$ cat src/jsu_pkg.sv
// jsu_pkg: types and constants shared by the json string unescaper
// used by jsu_decode and json_string_unescaper_unit
`default_nettype none

package jsu_pkg;

    localparam logic [7:0]  CH_BACKSLASH = 8'h5C;
    localparam logic [7:0]  CH_U         = 8'h75;
    localparam logic [7:0]  CH_B         = 8'h62;
    localparam logic [7:0]  CH_F         = 8'h66;
    localparam logic [7:0]  CH_N         = 8'h6E;
    localparam logic [7:0]  CH_R         = 8'h72;
    localparam logic [7:0]  CH_T         = 8'h74;
    localparam logic [7:0]  CODE_BS      = 8'h08;
    localparam logic [7:0]  CODE_FF      = 8'h0C;
    localparam logic [7:0]  CODE_LF      = 8'h0A;
    localparam logic [7:0]  CODE_SPACE   = 8'h20;

    localparam logic [15:0] UTF8_MAX_1B  = 16'h007F;
    localparam logic [15:0] UTF8_MAX_2B  = 16'h07FF;

    localparam logic [15:0] LIMIT_RESET  = 16'(12 * 1024);

    // register index taken from paddr[2]
    localparam logic        REG_OUTPUT_LIMIT = 1'b0;

    localparam logic [2:0]  HEX_NONE     = 3'd0;
    localparam logic [2:0]  HEX_FIRST    = 3'd1;
    localparam logic [2:0]  HEX_FINAL    = 3'd4;

    typedef struct packed {
        logic [7:0] in_byte;
        logic       string_last;
    } t_in_beat;

    typedef struct packed {
        logic [7:0] out_byte;
        logic       byte_valid;
        logic       run_last;
        logic       string_end;
    } t_out_beat;

    // per-string decode state, except the byte count
    typedef struct packed {
        logic        escape_pending;
        logic [2:0]  hex_digits_seen;
        logic        hex_all_valid;
        logic [15:0] code_value;
        logic        halted;
    } t_state;

    localparam t_state STATE_CLEAR = '{
        escape_pending:  1'b0,
        hex_digits_seen: HEX_NONE,
        hex_all_valid:   1'b1,
        code_value:      16'h0000,
        halted:          1'b0
    };

    // decoded bytes of one input beat
    typedef struct packed {
        logic [1:0] n_bytes;
        logic [7:0] byte0;
        logic [7:0] byte1;
        logic [7:0] byte2;
    } t_run;

endpackage

`default_nettype wire

$ cat src/jsu_stream_if.sv
// jsu_stream_if: valid/ready channel carrying one payload beat of type T
// no dependencies; payload types come from jsu_pkg at the instance
`default_nettype none

interface jsu_stream_if #(
    parameter type T = logic
);
    logic valid;
    logic ready;
    T     data;

    modport source (output valid, output data, input ready);
    modport sink   (input valid, input data, output ready);
endinterface

`default_nettype wire

$ cat src/jsu_decode.sv
// jsu_decode: combinational decode of one raw byte against the string state
// depends on jsu_pkg
`default_nettype none

module jsu_decode
    import jsu_pkg::*;
(
    input  wire t_state     i_state,
    input  wire logic       i_at_limit,
    input  wire logic [7:0] i_byte,
    input  wire logic       i_last,
    output t_state          o_state,
    output t_run            o_run
);

    logic       hex_ok;
    logic [3:0] hex_digit;
    logic [15:0] code_next;

    always_comb begin
        hex_ok    = 1'b1;
        hex_digit = 4'h0;
        if (i_byte >= 8'h30 && i_byte <= 8'h39) begin
            hex_digit = 4'(i_byte - 8'h30);
        end else if (i_byte >= 8'h61 && i_byte <= 8'h66) begin
            hex_digit = 4'(i_byte - 8'h57);
        end else if (i_byte >= 8'h41 && i_byte <= 8'h46) begin
            hex_digit = 4'(i_byte - 8'h37);
        end else begin
            hex_ok = 1'b0;
        end
    end

    assign code_next = {i_state.code_value[11:0], hex_digit};

    always_comb begin
        o_state = i_state;
        o_run   = '0;

        if (i_state.halted) begin
            // rest of string is dropped
        end else if (i_state.hex_digits_seen != HEX_NONE) begin
            if (!hex_ok) begin
                o_state.hex_all_valid = 1'b0;
            end else begin
                o_state.code_value = code_next;
            end
            if (i_state.hex_digits_seen >= HEX_FINAL) begin
                if (o_state.hex_all_valid) begin
                    if (o_state.code_value <= UTF8_MAX_1B) begin
                        o_run.n_bytes = 2'd1;
                        o_run.byte0   = o_state.code_value[7:0];
                    end else if (o_state.code_value <= UTF8_MAX_2B) begin
                        o_run.n_bytes = 2'd2;
                        o_run.byte0   = {3'b110, o_state.code_value[10:6]};
                        o_run.byte1   = {2'b10, o_state.code_value[5:0]};
                    end else begin
                        o_run.n_bytes = 2'd3;
                        o_run.byte0   = {4'b1110, o_state.code_value[15:12]};
                        o_run.byte1   = {2'b10, o_state.code_value[11:6]};
                        o_run.byte2   = {2'b10, o_state.code_value[5:0]};
                    end
                end
                o_state.hex_digits_seen = HEX_NONE;
                o_state.hex_all_valid   = 1'b1;
                o_state.code_value      = 16'h0000;
            end else begin
                o_state.hex_digits_seen = i_state.hex_digits_seen + 3'd1;
            end
        end else if (i_state.escape_pending) begin
            o_state.escape_pending = 1'b0;
            if (i_byte == CH_U) begin
                o_state.hex_digits_seen = HEX_FIRST;
                o_state.hex_all_valid   = 1'b1;
                o_state.code_value      = 16'h0000;
            end else begin
                o_run.n_bytes = 2'd1;
                case (i_byte)
                    CH_B:    o_run.byte0 = CODE_BS;
                    CH_F:    o_run.byte0 = CODE_FF;
                    CH_N:    o_run.byte0 = CODE_LF;
                    CH_R:    o_run.byte0 = CODE_LF;
                    CH_T:    o_run.byte0 = CODE_SPACE;
                    default: o_run.byte0 = i_byte;
                endcase
            end
        end else if (i_at_limit) begin
            o_state.halted = 1'b1;
        end else if (i_byte == CH_BACKSLASH && !i_last) begin
            o_state.escape_pending = 1'b1;
        end else begin
            o_run.n_bytes = 2'd1;
            o_run.byte0   = i_byte;
        end

        if (i_last) begin
            o_state = STATE_CLEAR;
        end
    end

endmodule

`default_nettype wire

$ cat src/json_string_unescaper_unit.sv
// json_string_unescaper_unit: top level, state registers, run buffer, APB register
// depends on jsu_pkg, jsu_stream_if, jsu_decode
//
//  channel   dir  payload                                      handshake
//  i_in      in   in_byte[7:0], string_last                    valid/ready
//  o_out     out  out_byte[7:0], byte_valid, run_last,         valid/ready
//                 string_end
//  apb       in   output_limit at 0x0 (paddr[2] selects)       psel/penable, pready=1
//
// one input beat per cycle while the run buffer has room; a beat is decoded in the
// cycle it is accepted and its 0..3 output beats, or an end marker, are loaded
// into a run buffer that drains one per cycle while o_out is ready. a unicode escape
// yields 1..3 bytes at its fourth hex digit. i_in.ready is high when the buffer is
// empty or its last beat leaves in the same cycle. synchronous active-low reset
// clears all control state and sets output_limit to 12288; no clearing pass.
`default_nettype none

module json_string_unescaper_unit
    import jsu_pkg::*;
#(
    parameter int COUNT_BITS = 16
) (
    input  wire logic        i_clk,
    input  wire logic        i_rst_n,
    jsu_stream_if.sink       i_in,
    jsu_stream_if.source     o_out,
    input  wire logic        psel,
    input  wire logic        penable,
    input  wire logic        pwrite,
    input  wire logic [2:0]  paddr,
    input  wire logic [31:0] pwdata,
    output logic [31:0]      prdata,
    output logic             pready
);

    localparam int CMP_W = (COUNT_BITS > 16) ? COUNT_BITS : 16;
    localparam logic [COUNT_BITS-1:0] COUNT_MAX = {COUNT_BITS{1'b1}};

    logic [15:0]           r_limit;
    t_state                r_state;
    t_state                n_state;
    logic [COUNT_BITS-1:0] r_count;
    logic [COUNT_BITS-1:0] n_count;
    logic [COUNT_BITS:0]   count_sum;
    logic [CMP_W-1:0]      count_ext;
    logic [CMP_W-1:0]      limit_ext;
    logic                  at_limit;
    t_run                  run;

    logic [7:0]            r_bytes [3];
    logic [1:0]            r_idx;
    logic [1:0]            r_left;
    logic                  r_bv;
    logic                  r_end;

    logic                  in_fire;
    logic                  out_fire;
    logic                  load;
    t_in_beat              in_beat;

    // apb register
    assign pready = 1'b1;
    assign prdata = {16'h0000, (paddr[2] == REG_OUTPUT_LIMIT) ? r_limit : 16'h0000};

    always_ff @(posedge i_clk) begin
        if (!i_rst_n) begin
            r_limit <= LIMIT_RESET;
        end else if (psel && penable && pwrite && pready
                     && paddr[2] == REG_OUTPUT_LIMIT) begin
            r_limit <= pwdata[15:0];
        end
    end

    assign in_beat   = i_in.data;
    assign count_ext = CMP_W'(r_count);
    assign limit_ext = CMP_W'(r_limit);
    assign at_limit  = count_ext >= limit_ext;

    jsu_decode u_decode (
        .i_state    (r_state),
        .i_at_limit (at_limit),
        .i_byte     (in_beat.in_byte),
        .i_last     (in_beat.string_last),
        .o_state    (n_state),
        .o_run      (run)
    );

    // saturating decoded-byte count
    assign count_sum = {1'b0, r_count} + (COUNT_BITS+1)'(run.n_bytes);
    always_comb begin
        if (in_beat.string_last) begin
            n_count = '0;
        end else if (count_sum[COUNT_BITS]) begin
            n_count = COUNT_MAX;
        end else begin
            n_count = count_sum[COUNT_BITS-1:0];
        end
    end

    assign out_fire   = o_out.valid && o_out.ready;
    assign i_in.ready = (r_left == 2'd0) || (r_left == 2'd1 && o_out.ready);
    assign in_fire    = i_in.valid && i_in.ready;
    assign load       = in_fire && (run.n_bytes != 2'd0 || in_beat.string_last);

    always_ff @(posedge i_clk) begin
        if (!i_rst_n) begin
            r_state <= STATE_CLEAR;
            r_count <= '0;
        end else if (in_fire) begin
            r_state <= n_state;
            r_count <= n_count;
        end
    end

    // run buffer control
    always_ff @(posedge i_clk) begin
        if (!i_rst_n) begin
            r_left <= 2'd0;
            r_idx  <= 2'd0;
        end else if (load) begin
            r_left <= (run.n_bytes == 2'd0) ? 2'd1 : run.n_bytes;
            r_idx  <= 2'd0;
        end else if (out_fire) begin
            r_left <= r_left - 2'd1;
            r_idx  <= r_idx + 2'd1;
        end
    end

    // run buffer payload; an empty end marker carries a zero byte
    always_ff @(posedge i_clk) begin
        if (load) begin
            r_bytes[0] <= run.byte0;
            r_bytes[1] <= run.byte1;
            r_bytes[2] <= run.byte2;
            r_bv       <= run.n_bytes != 2'd0;
            r_end      <= in_beat.string_last;
        end
    end

    assign o_out.valid           = r_left != 2'd0;
    assign o_out.data.out_byte   = r_bytes[r_idx];
    assign o_out.data.byte_valid = r_bv;
    assign o_out.data.run_last   = r_left == 2'd1;
    assign o_out.data.string_end = r_end && r_left == 2'd1;

endmodule

`default_nettype wire

$ cat src/flat_wrapper.sv
// flat-port wrapper written by rule: the top's interface ports become plain ports
module json_string_unescaper_unit_flat import jsu_pkg::*;
#(
    parameter int COUNT_BITS = 16
)
  (i_clk, i_rst_n, psel, penable, pwrite, paddr, pwdata, prdata, pready, i_in_valid, i_in_data, i_in_ready, o_out_valid, o_out_data, o_out_ready);
  jsu_stream_if #(.T(t_in_beat)) i_in_i ();
  jsu_stream_if #(.T(t_out_beat)) o_out_i ();
  input  wire logic i_clk;
  input  wire logic i_rst_n;
  input  wire logic psel;
  input  wire logic penable;
  input  wire logic pwrite;
  input  wire logic [2:0] paddr;
  input  wire logic [31:0] pwdata;
  output logic [31:0] prdata;
  output logic pready;
  input wire logic [$bits(i_in_i.valid)-1:0] i_in_valid;
  input wire logic [$bits(i_in_i.data)-1:0] i_in_data;
  output wire logic [$bits(i_in_i.ready)-1:0] i_in_ready;
  output wire logic [$bits(o_out_i.valid)-1:0] o_out_valid;
  output wire logic [$bits(o_out_i.data)-1:0] o_out_data;
  input wire logic [$bits(o_out_i.ready)-1:0] o_out_ready;
  assign i_in_i.valid = i_in_valid;
  assign i_in_i.data = i_in_data;
  assign i_in_ready = i_in_i.ready;
  assign o_out_valid = o_out_i.valid;
  assign o_out_data = o_out_i.data;
  assign o_out_i.ready = o_out_ready;
  json_string_unescaper_unit #(.COUNT_BITS(COUNT_BITS)) u_core (.i_clk(i_clk), .i_rst_n(i_rst_n), .i_in(i_in_i), .o_out(o_out_i), .psel(psel), .penable(penable), .pwrite(pwrite), .paddr(paddr), .pwdata(pwdata), .prdata(prdata), .pready(pready));
endmodule
$ cat config.mk
export PLATFORM = sky130hd
export DESIGN_NAME = json_string_unescaper_unit_flat
export DESIGN_NICKNAME = d
export VERILOG_FILES = /design/src/jsu_pkg.sv /design/src/jsu_stream_if.sv /design/src/jsu_decode.sv /design/src/json_string_unescaper_unit.sv /design/src/flat_wrapper.sv
export SDC_FILE = /design/constraint.sdc
export NUM_CORES = 1
export LEC_CHECK = 0
export BUFFER_PORTS_ARGS = -buffer_cell sky130_fd_sc_hd__buf_2
export CORE_UTILIZATION = 45
export CTS_BUF_LIST = sky130_fd_sc_hd__clkbuf_8
export DETAILED_ROUTE_END_ITERATION = 7
export PLACE_DENSITY = 0.77
export SLEW_MARGIN = 25
export SYNTH_ARGS = -nofsm -noshare
export SYNTH_HDL_FRONTEND = slang
export SYNTH_HIERARCHICAL = 1
export SYNTH_SLANG_ARGS = --single-unit
$ cat constraint.sdc
create_clock -name i_clk -period 3.81 [get_ports i_clk]
set_input_delay 0.762 -clock i_clk [delete_from_list [all_inputs] [get_ports i_clk]]
set_output_delay 0.762 -clock i_clk [all_outputs]
set_load 0.05 [all_outputs]
# Word-level counts from Yosys, hierarchy flattened

Memory sizes are Yosys's and may differ from the RTL's. A register that Yosys moved wholly into a read port is not among the register bits.
Index checks and enable logic that the tools add are counted.

Shift operators: 0
Divide/modulo/power cells: 0
$mul: 0
Eq/ne operators: 10
Add/subtract/negate cells: 7
Order comparisons: 10
Multiplexer cells: 50
Bitwise operators: 2
Reductions and logical operators: 27

Operator list:

| kind                   | number |
|---|---|
| $mux W16               | 8 |
| $mux W26               | 3 |
| $mux W20               | 3 |
| $eq A8 B7 Y1 const B   | 7 |
| $mux W22               | 2 |
| $mux W10               | 4 |
| $mux W17               | 2 |
| $pmux W8 S4            | 1 |
| $mux W9                | 2 |
| $add A16 B2 Y17        | 1 |
| $ge A16 B16 Y1         | 1 |
| $ge A8 B7 Y1 const B   | 2 |
| $le A16 B11 Y1 const B | 1 |
| $le A16 B7 Y1 const B  | 1 |
| $le A8 B7 Y1 const B   | 2 |
| $mux W1                | 15 |
| $logic_and A1 B1 Y1    | 12 |
| $mux W4                | 3 |
| $mux W2                | 5 |
| $reduce_bool A3 Y1     | 3 |
| $ge A8 B6 Y1 const B   | 1 |
| $le A8 B6 Y1 const B   | 1 |
| $mux W8                | 1 |
| $sub A4 B3 Y4 const B  | 2 |
| other kinds (16)       | 23 |

Memories kept: 1
Output and inout port bits: 46
Input port bits: 51
Memory bits (writable): 24
Register bits after elaboration: 60
Word-level logic and storage cells: 118
Memory bits (read-only): 0
Bits in latches: 0

Memory list:

| memory         | depth | width | read ports | clocked after Yosys merged registers in | write ports | line                             | source |
|---|---|---|---|---|---|---|---|
| u_core.r_bytes | 3     | 8     | 1          | 1                                       | 3           | json_string_unescaper_unit.sv:50 | `logic [7:0] r_bytes [3];` |

# Logic depth before layout (Yosys ltp)

Word-level depth: 20
Depth in mapped cells: 19
Mapped depth without buffers: 19

# Cells and area by module

Netlist, hierarchy kept.

Modules (own cells, without submodules):

| module                     | cells an instance | instances | sequential area each (um2) | area an instance (um2) |
|---|---|---|---|---|
| json_string_unescaper_unit | 441               | 1         | 1981.9                     | 4113.9 |
| jsu_decode                 | 222               | 1         | 0.0                        | 1467.7 |

# Worst setup path before layout

Ideal clock, no wire load.

Kind: in2reg
Start point: input port i_in_data[1]
End point: register u_core.r_count[1], in the netlist u_core/count_ext[1]
Data required time: 3744 ps
Data arrival time: 3881 ps
Path buffers: 0
Stages on the path: 15
Library setup time: 66 ps
Slack: -137 ps
Cell sequence: inv_1 > ha_1 > or3b_4 > nand4_2 > nand2_4 > mux2i_1 > o21ai_0 > a21oi_1 > ha_1 > inv_1 > fa_1 > nor4b_4 > nand2_4 > a211o_1 > a21boi_2

RTL lines:

| what                 | line                              | source |
|---|---|---|
| from (decl)          | flat_wrapper.sv:19                | `input wire logic [$bits(i_in_i.data)-1:0] i_in_data;` |
| to (signal assigned) | json_string_unescaper_unit.sv:111 | `r_count <= n_count;` |
| to (decl)            | json_string_unescaper_unit.sv:42  | `logic [COUNT_BITS-1:0] r_count;` |

==> results_dict.tcl <==
set metrics [dict create \
    r2r-end "u_core/count_ext[10]" \
    detail-route-antenna-nets 0 \
    core_um2 12060 \
    netlist_top_cells_count "nand2_1 (104), nor2_1 (65), dfxtp_1 (60)" \
    worstPathMaxFanout 4 \
    min_from "u_core/limit_ext[1]" \
    viasPerCell 5.373 \
    yosysTopAreaCellShare_pct 21.52 \
    route.detailed.drc 0 \
    swShare_pct 30.58 \
    tightestPinTransition_ps 808.2 \
    drt_iter0_drc 395 \
    grt_pass1_vias 4381 \
    r2r_start "u_core/limit_ext[9]" \
    cp.arrival_ps 3880 \
    io_pins 97 \
    antenna_cells 0 \
    p_clk_share_pct 30.7 \
    final_cell_area_um2 6467 \
    placed_area_um2 6125 \
    cts_made_buffers 9 \
    synthToLayoutAreaGrowth_pct 15.87 \
    worst_setup_path_start_kind "input pin" \
    die_h_um 113.4 \
    hold_class "reg -> reg" \
    dp_hpwl_mm 9.165 \
    drive_above_1_share_pct 23.29 \
    grt.overflow.total 0 \
    leakagePower_uw 0.002590 \
    avgSynthCellArea_um2 8.419 \
    dieArea_um2 12850 \
    finalWirelength_mm 12.46 \
    io_buffers 61 \
    required_ps 4070 \
    grt_pass1_wl_mm 20.55 \
    htree_levels 3 \
    slew_viol_final 0 \
    seqPwrFrac_pct 49.9 \
    drt-pass1-iter-count 5 \
    p_int_uw 1399 \
    vias 4916 \
    status "complete, no violations" \
    fin_crit_sh_pct 95.22 \
    end_kind "flip-flop" \
    path_cells "buf_2 -> inv_1 -> ha_1 -> o21bai_1 -> a21o_1 -> nand2_4 -> mux2i_1 -> o21ai_0 -> a21oi_2 -> ha_2 -> inv_2 -> fa_2 -> nor4b_4 -> o211a_1 -> o21ai_1 -> and3b_1" \
    rows 40 \
    start_util_pct 46.28 \
    regToRegSetupSlack_ps 190 \
    max-vdd-ir-drop_mv 0.1483 \
    finalSetupViolCount 0 \
    track_usage_pct 19.73 \
    cts_tree "yes" \
    synth_cells 663 \
    synth_seq_cells 86 \
    cp_top_family "compound AO/OA/AOI/OAI gates" \
    skew_ps 10.57 \
    final_cells 915 \
    ys_top_cells_by_area "dfxtp_1 (22%), edfxtp_1 (14%), nand2_1 (7.0%)" \
    relSlewSlack_pct 45.92 \
    holdPathEnd "u_core/limit_ext[1]" \
    yosysMostFrequentCell "nand2_1" \
    synth-edff-count 26 \
    hold_depth 2 \
    dp_cells 896 \
    cts_root_buf "clkbuf_8" \
    synth_area_um2 5582 \
    ys_types 81 \
    ys.flop_type "dfxtp_1" \
    worst-setup-path-type "in -> reg" \
    grt_max_degree 29 \
    crit_buf_inv 3 \
    fin_nets 821 \
    fmax_mhz 275.6 \
    max_cap_viol_count 0 \
    yosysTopAreaCell "dfxtp_1" \
    worstSkewPairLatency_ps 360 \
    clk_path_buf_depth 2 \
    place.gp.congestion 0.9201 \
    period_minus_slack_ps 3628 \
    cts.clk_slew.worst_paths_ps 80 \
    synth_warnings 6 \
    p_sw_uw 616.3 \
    combPwrFrac_pct 19.3 \
    slowest_delay_ps 440 \
    synthArstFlopShare_pct 0 \
    die_w_um 113.4 \
    powerDensity_nw_per_um2 311.6 \
    reg2reg_depth 19 \
    hold_viol 0 \
    wl_per_cell_um 13.62 \
    cts.sinks 86 \
    seq_area_frac_synth_pct 35.51 \
    cpMaxStageDelayCell "fa_2" \
    antenna_found_initial 0 \
]
[worst max path at each step]
stage                         startpoint              endpoint  slack [ps]  cells after the start
finish                      i_in_data[1]  u_core/count_ext[10]         180                     16
CTS                 u_core/limit_ext[13]  u_core/count_ext[12]          30                     18
global route        u_core/limit_ext[14]  u_core/count_ext[10]         -60                     18
detailed placement          i_in_data[1]   u_core/count_ext[1]        -130                     16
global placement            i_in_data[1]  u_core/count_ext[12]         -80                     16
floorplan                   i_in_data[1]   u_core/count_ext[1]          30                     15
[cells in the final DEF, fill, tap and decap left out, types with 7 or more instances in the layout]
cell type,n
mux2i_1,16
nand3_1,10
and3_1,7
nor2_1,65
conb_1,19
edfxtp_1,26
a22oi_1,14
clkbuf_8,9
buf_4,45
dfxtp_1,53
dfxtp_2,7
inv_1,31
a21o_1,8
a31oi_1,16
buf_2,61
nor3_1,13
ha_1,22
a21oi_1,23
nand2_1,104
a21boi_0,35
o22ai_1,8
o21ai_0,22
[cell type report]
type / count / area, µm²
tap: 168 / 210.2
inverter: 34 / 127.6
multi-input combinational: 505 / 3307
fill: 1122 / 5594
timing repair buffer: 106 / 643.1
clock inverter: 7 / 65.06
sequential: 86 / 1991
clock buffer: 9 / 123.9
[power by group through the flow]
| stage | Sequential [µW] | Clock, µW | Combinational [µW] |
|---|---|---|---|
| finish | 1010 | 620 | 389 |
| global route | 1010 | 678 | 421 |
| CTS | 1010 | 638 | 382 |
| detailed placement | 1030 | 0 | 382 |
| global placement | 1030 | 0 | 379 |
| floorplan | 1020 | 0 | 307 |
[through the flow]
stage | hold WS (ps) | setup WS [ps] | power, µW | util (%) | TNS (ps)
6_report | 464.3 | 182.1 | 2015 | 53.62 | 0
5_1_grt | 488.6 | -59.17 | 2110 | 53.62 | -276.0
4_1_cts | 467.4 | 32.47 | 2027 | 52.39 | 0
3_5_place_dp | 455.9 | -133.5 | 1410 | 50.78 | -986.6
3_3_place_gp | 450.5 | -77.98 | 1406 | 50.78 | -220.0
2_1_floorplan | 442.3 | 29.53 | 1326 | - | 0
[worst register-to-register path: cells and delay by family (launching register included)]
| kind | cells | cell delay, ps |
|---|---|---|
| AO/OA/AOI/OAI | 7 | 1090 |
| adder cells (fa/ha/maj) | 3 | 880 |
| buffers and inverters | 2 | 150 |
| flip-flops | 1 | 330 |
| AND/OR/NAND/NOR | 7 | 1070 |
[state kept, by name, indices dropped and copies added (netlist names), named ones only]
name / cells
u_core/count_ext: 16
u_core/limit_ext: 16
u_core/r_bv: 1
u_core/r_bytes: 24
u_core/r_end: 1
u_core/r_idx: 2
u_core/r_left: 2
u_core/r_state: 22
[per-layer routing]
layer / vias to the layer above / routed length [µm] / share of wire [%] / GRT usage (%)
met2: 177 / 5699 / 46 / 30.92
met3: 25 / 778 / 6.2 / 3.082
li1: 2487 / - / - / -
met5: - / 0 / 0 / 0
met1: 2227 / 5696 / 46 / 26.81
met4: 0 / 286 / 2.3 / 9.123
[kinds of logic (layout without fill, tap and decap cells)]
| kind of cell | count (synthesis) | after routing | share of synthesized area [%] |
|---|---|---|---|
| buffers and inverters | 88 | 156 | 8.563 |
| flip-flops | 86 | 86 | 35.51 |
| adder cells (fa/ha/maj) | 28 | 28 | 6.411 |
| XOR/XNOR | 4 | 4 | 0.6278 |
| AO/OA/AOI/OAI | 174 | 174 | 21.30 |
| AND/OR/NAND/NOR | 260 | 260 | 23.65 |
| other | 3 | 19 | 0.2017 |
| multiplexers | 20 | 20 | 3.743 |
[what timing repair did]
item | CTS | global route
buffers inserted | 0 | 3
resized for setup | 1 | 30
pin swaps | 0 | 17
setup endpoints to repair | 4 | 16
hold buffers | 0 | 0
No activity file was read; power rests on OpenSTA's default activity.
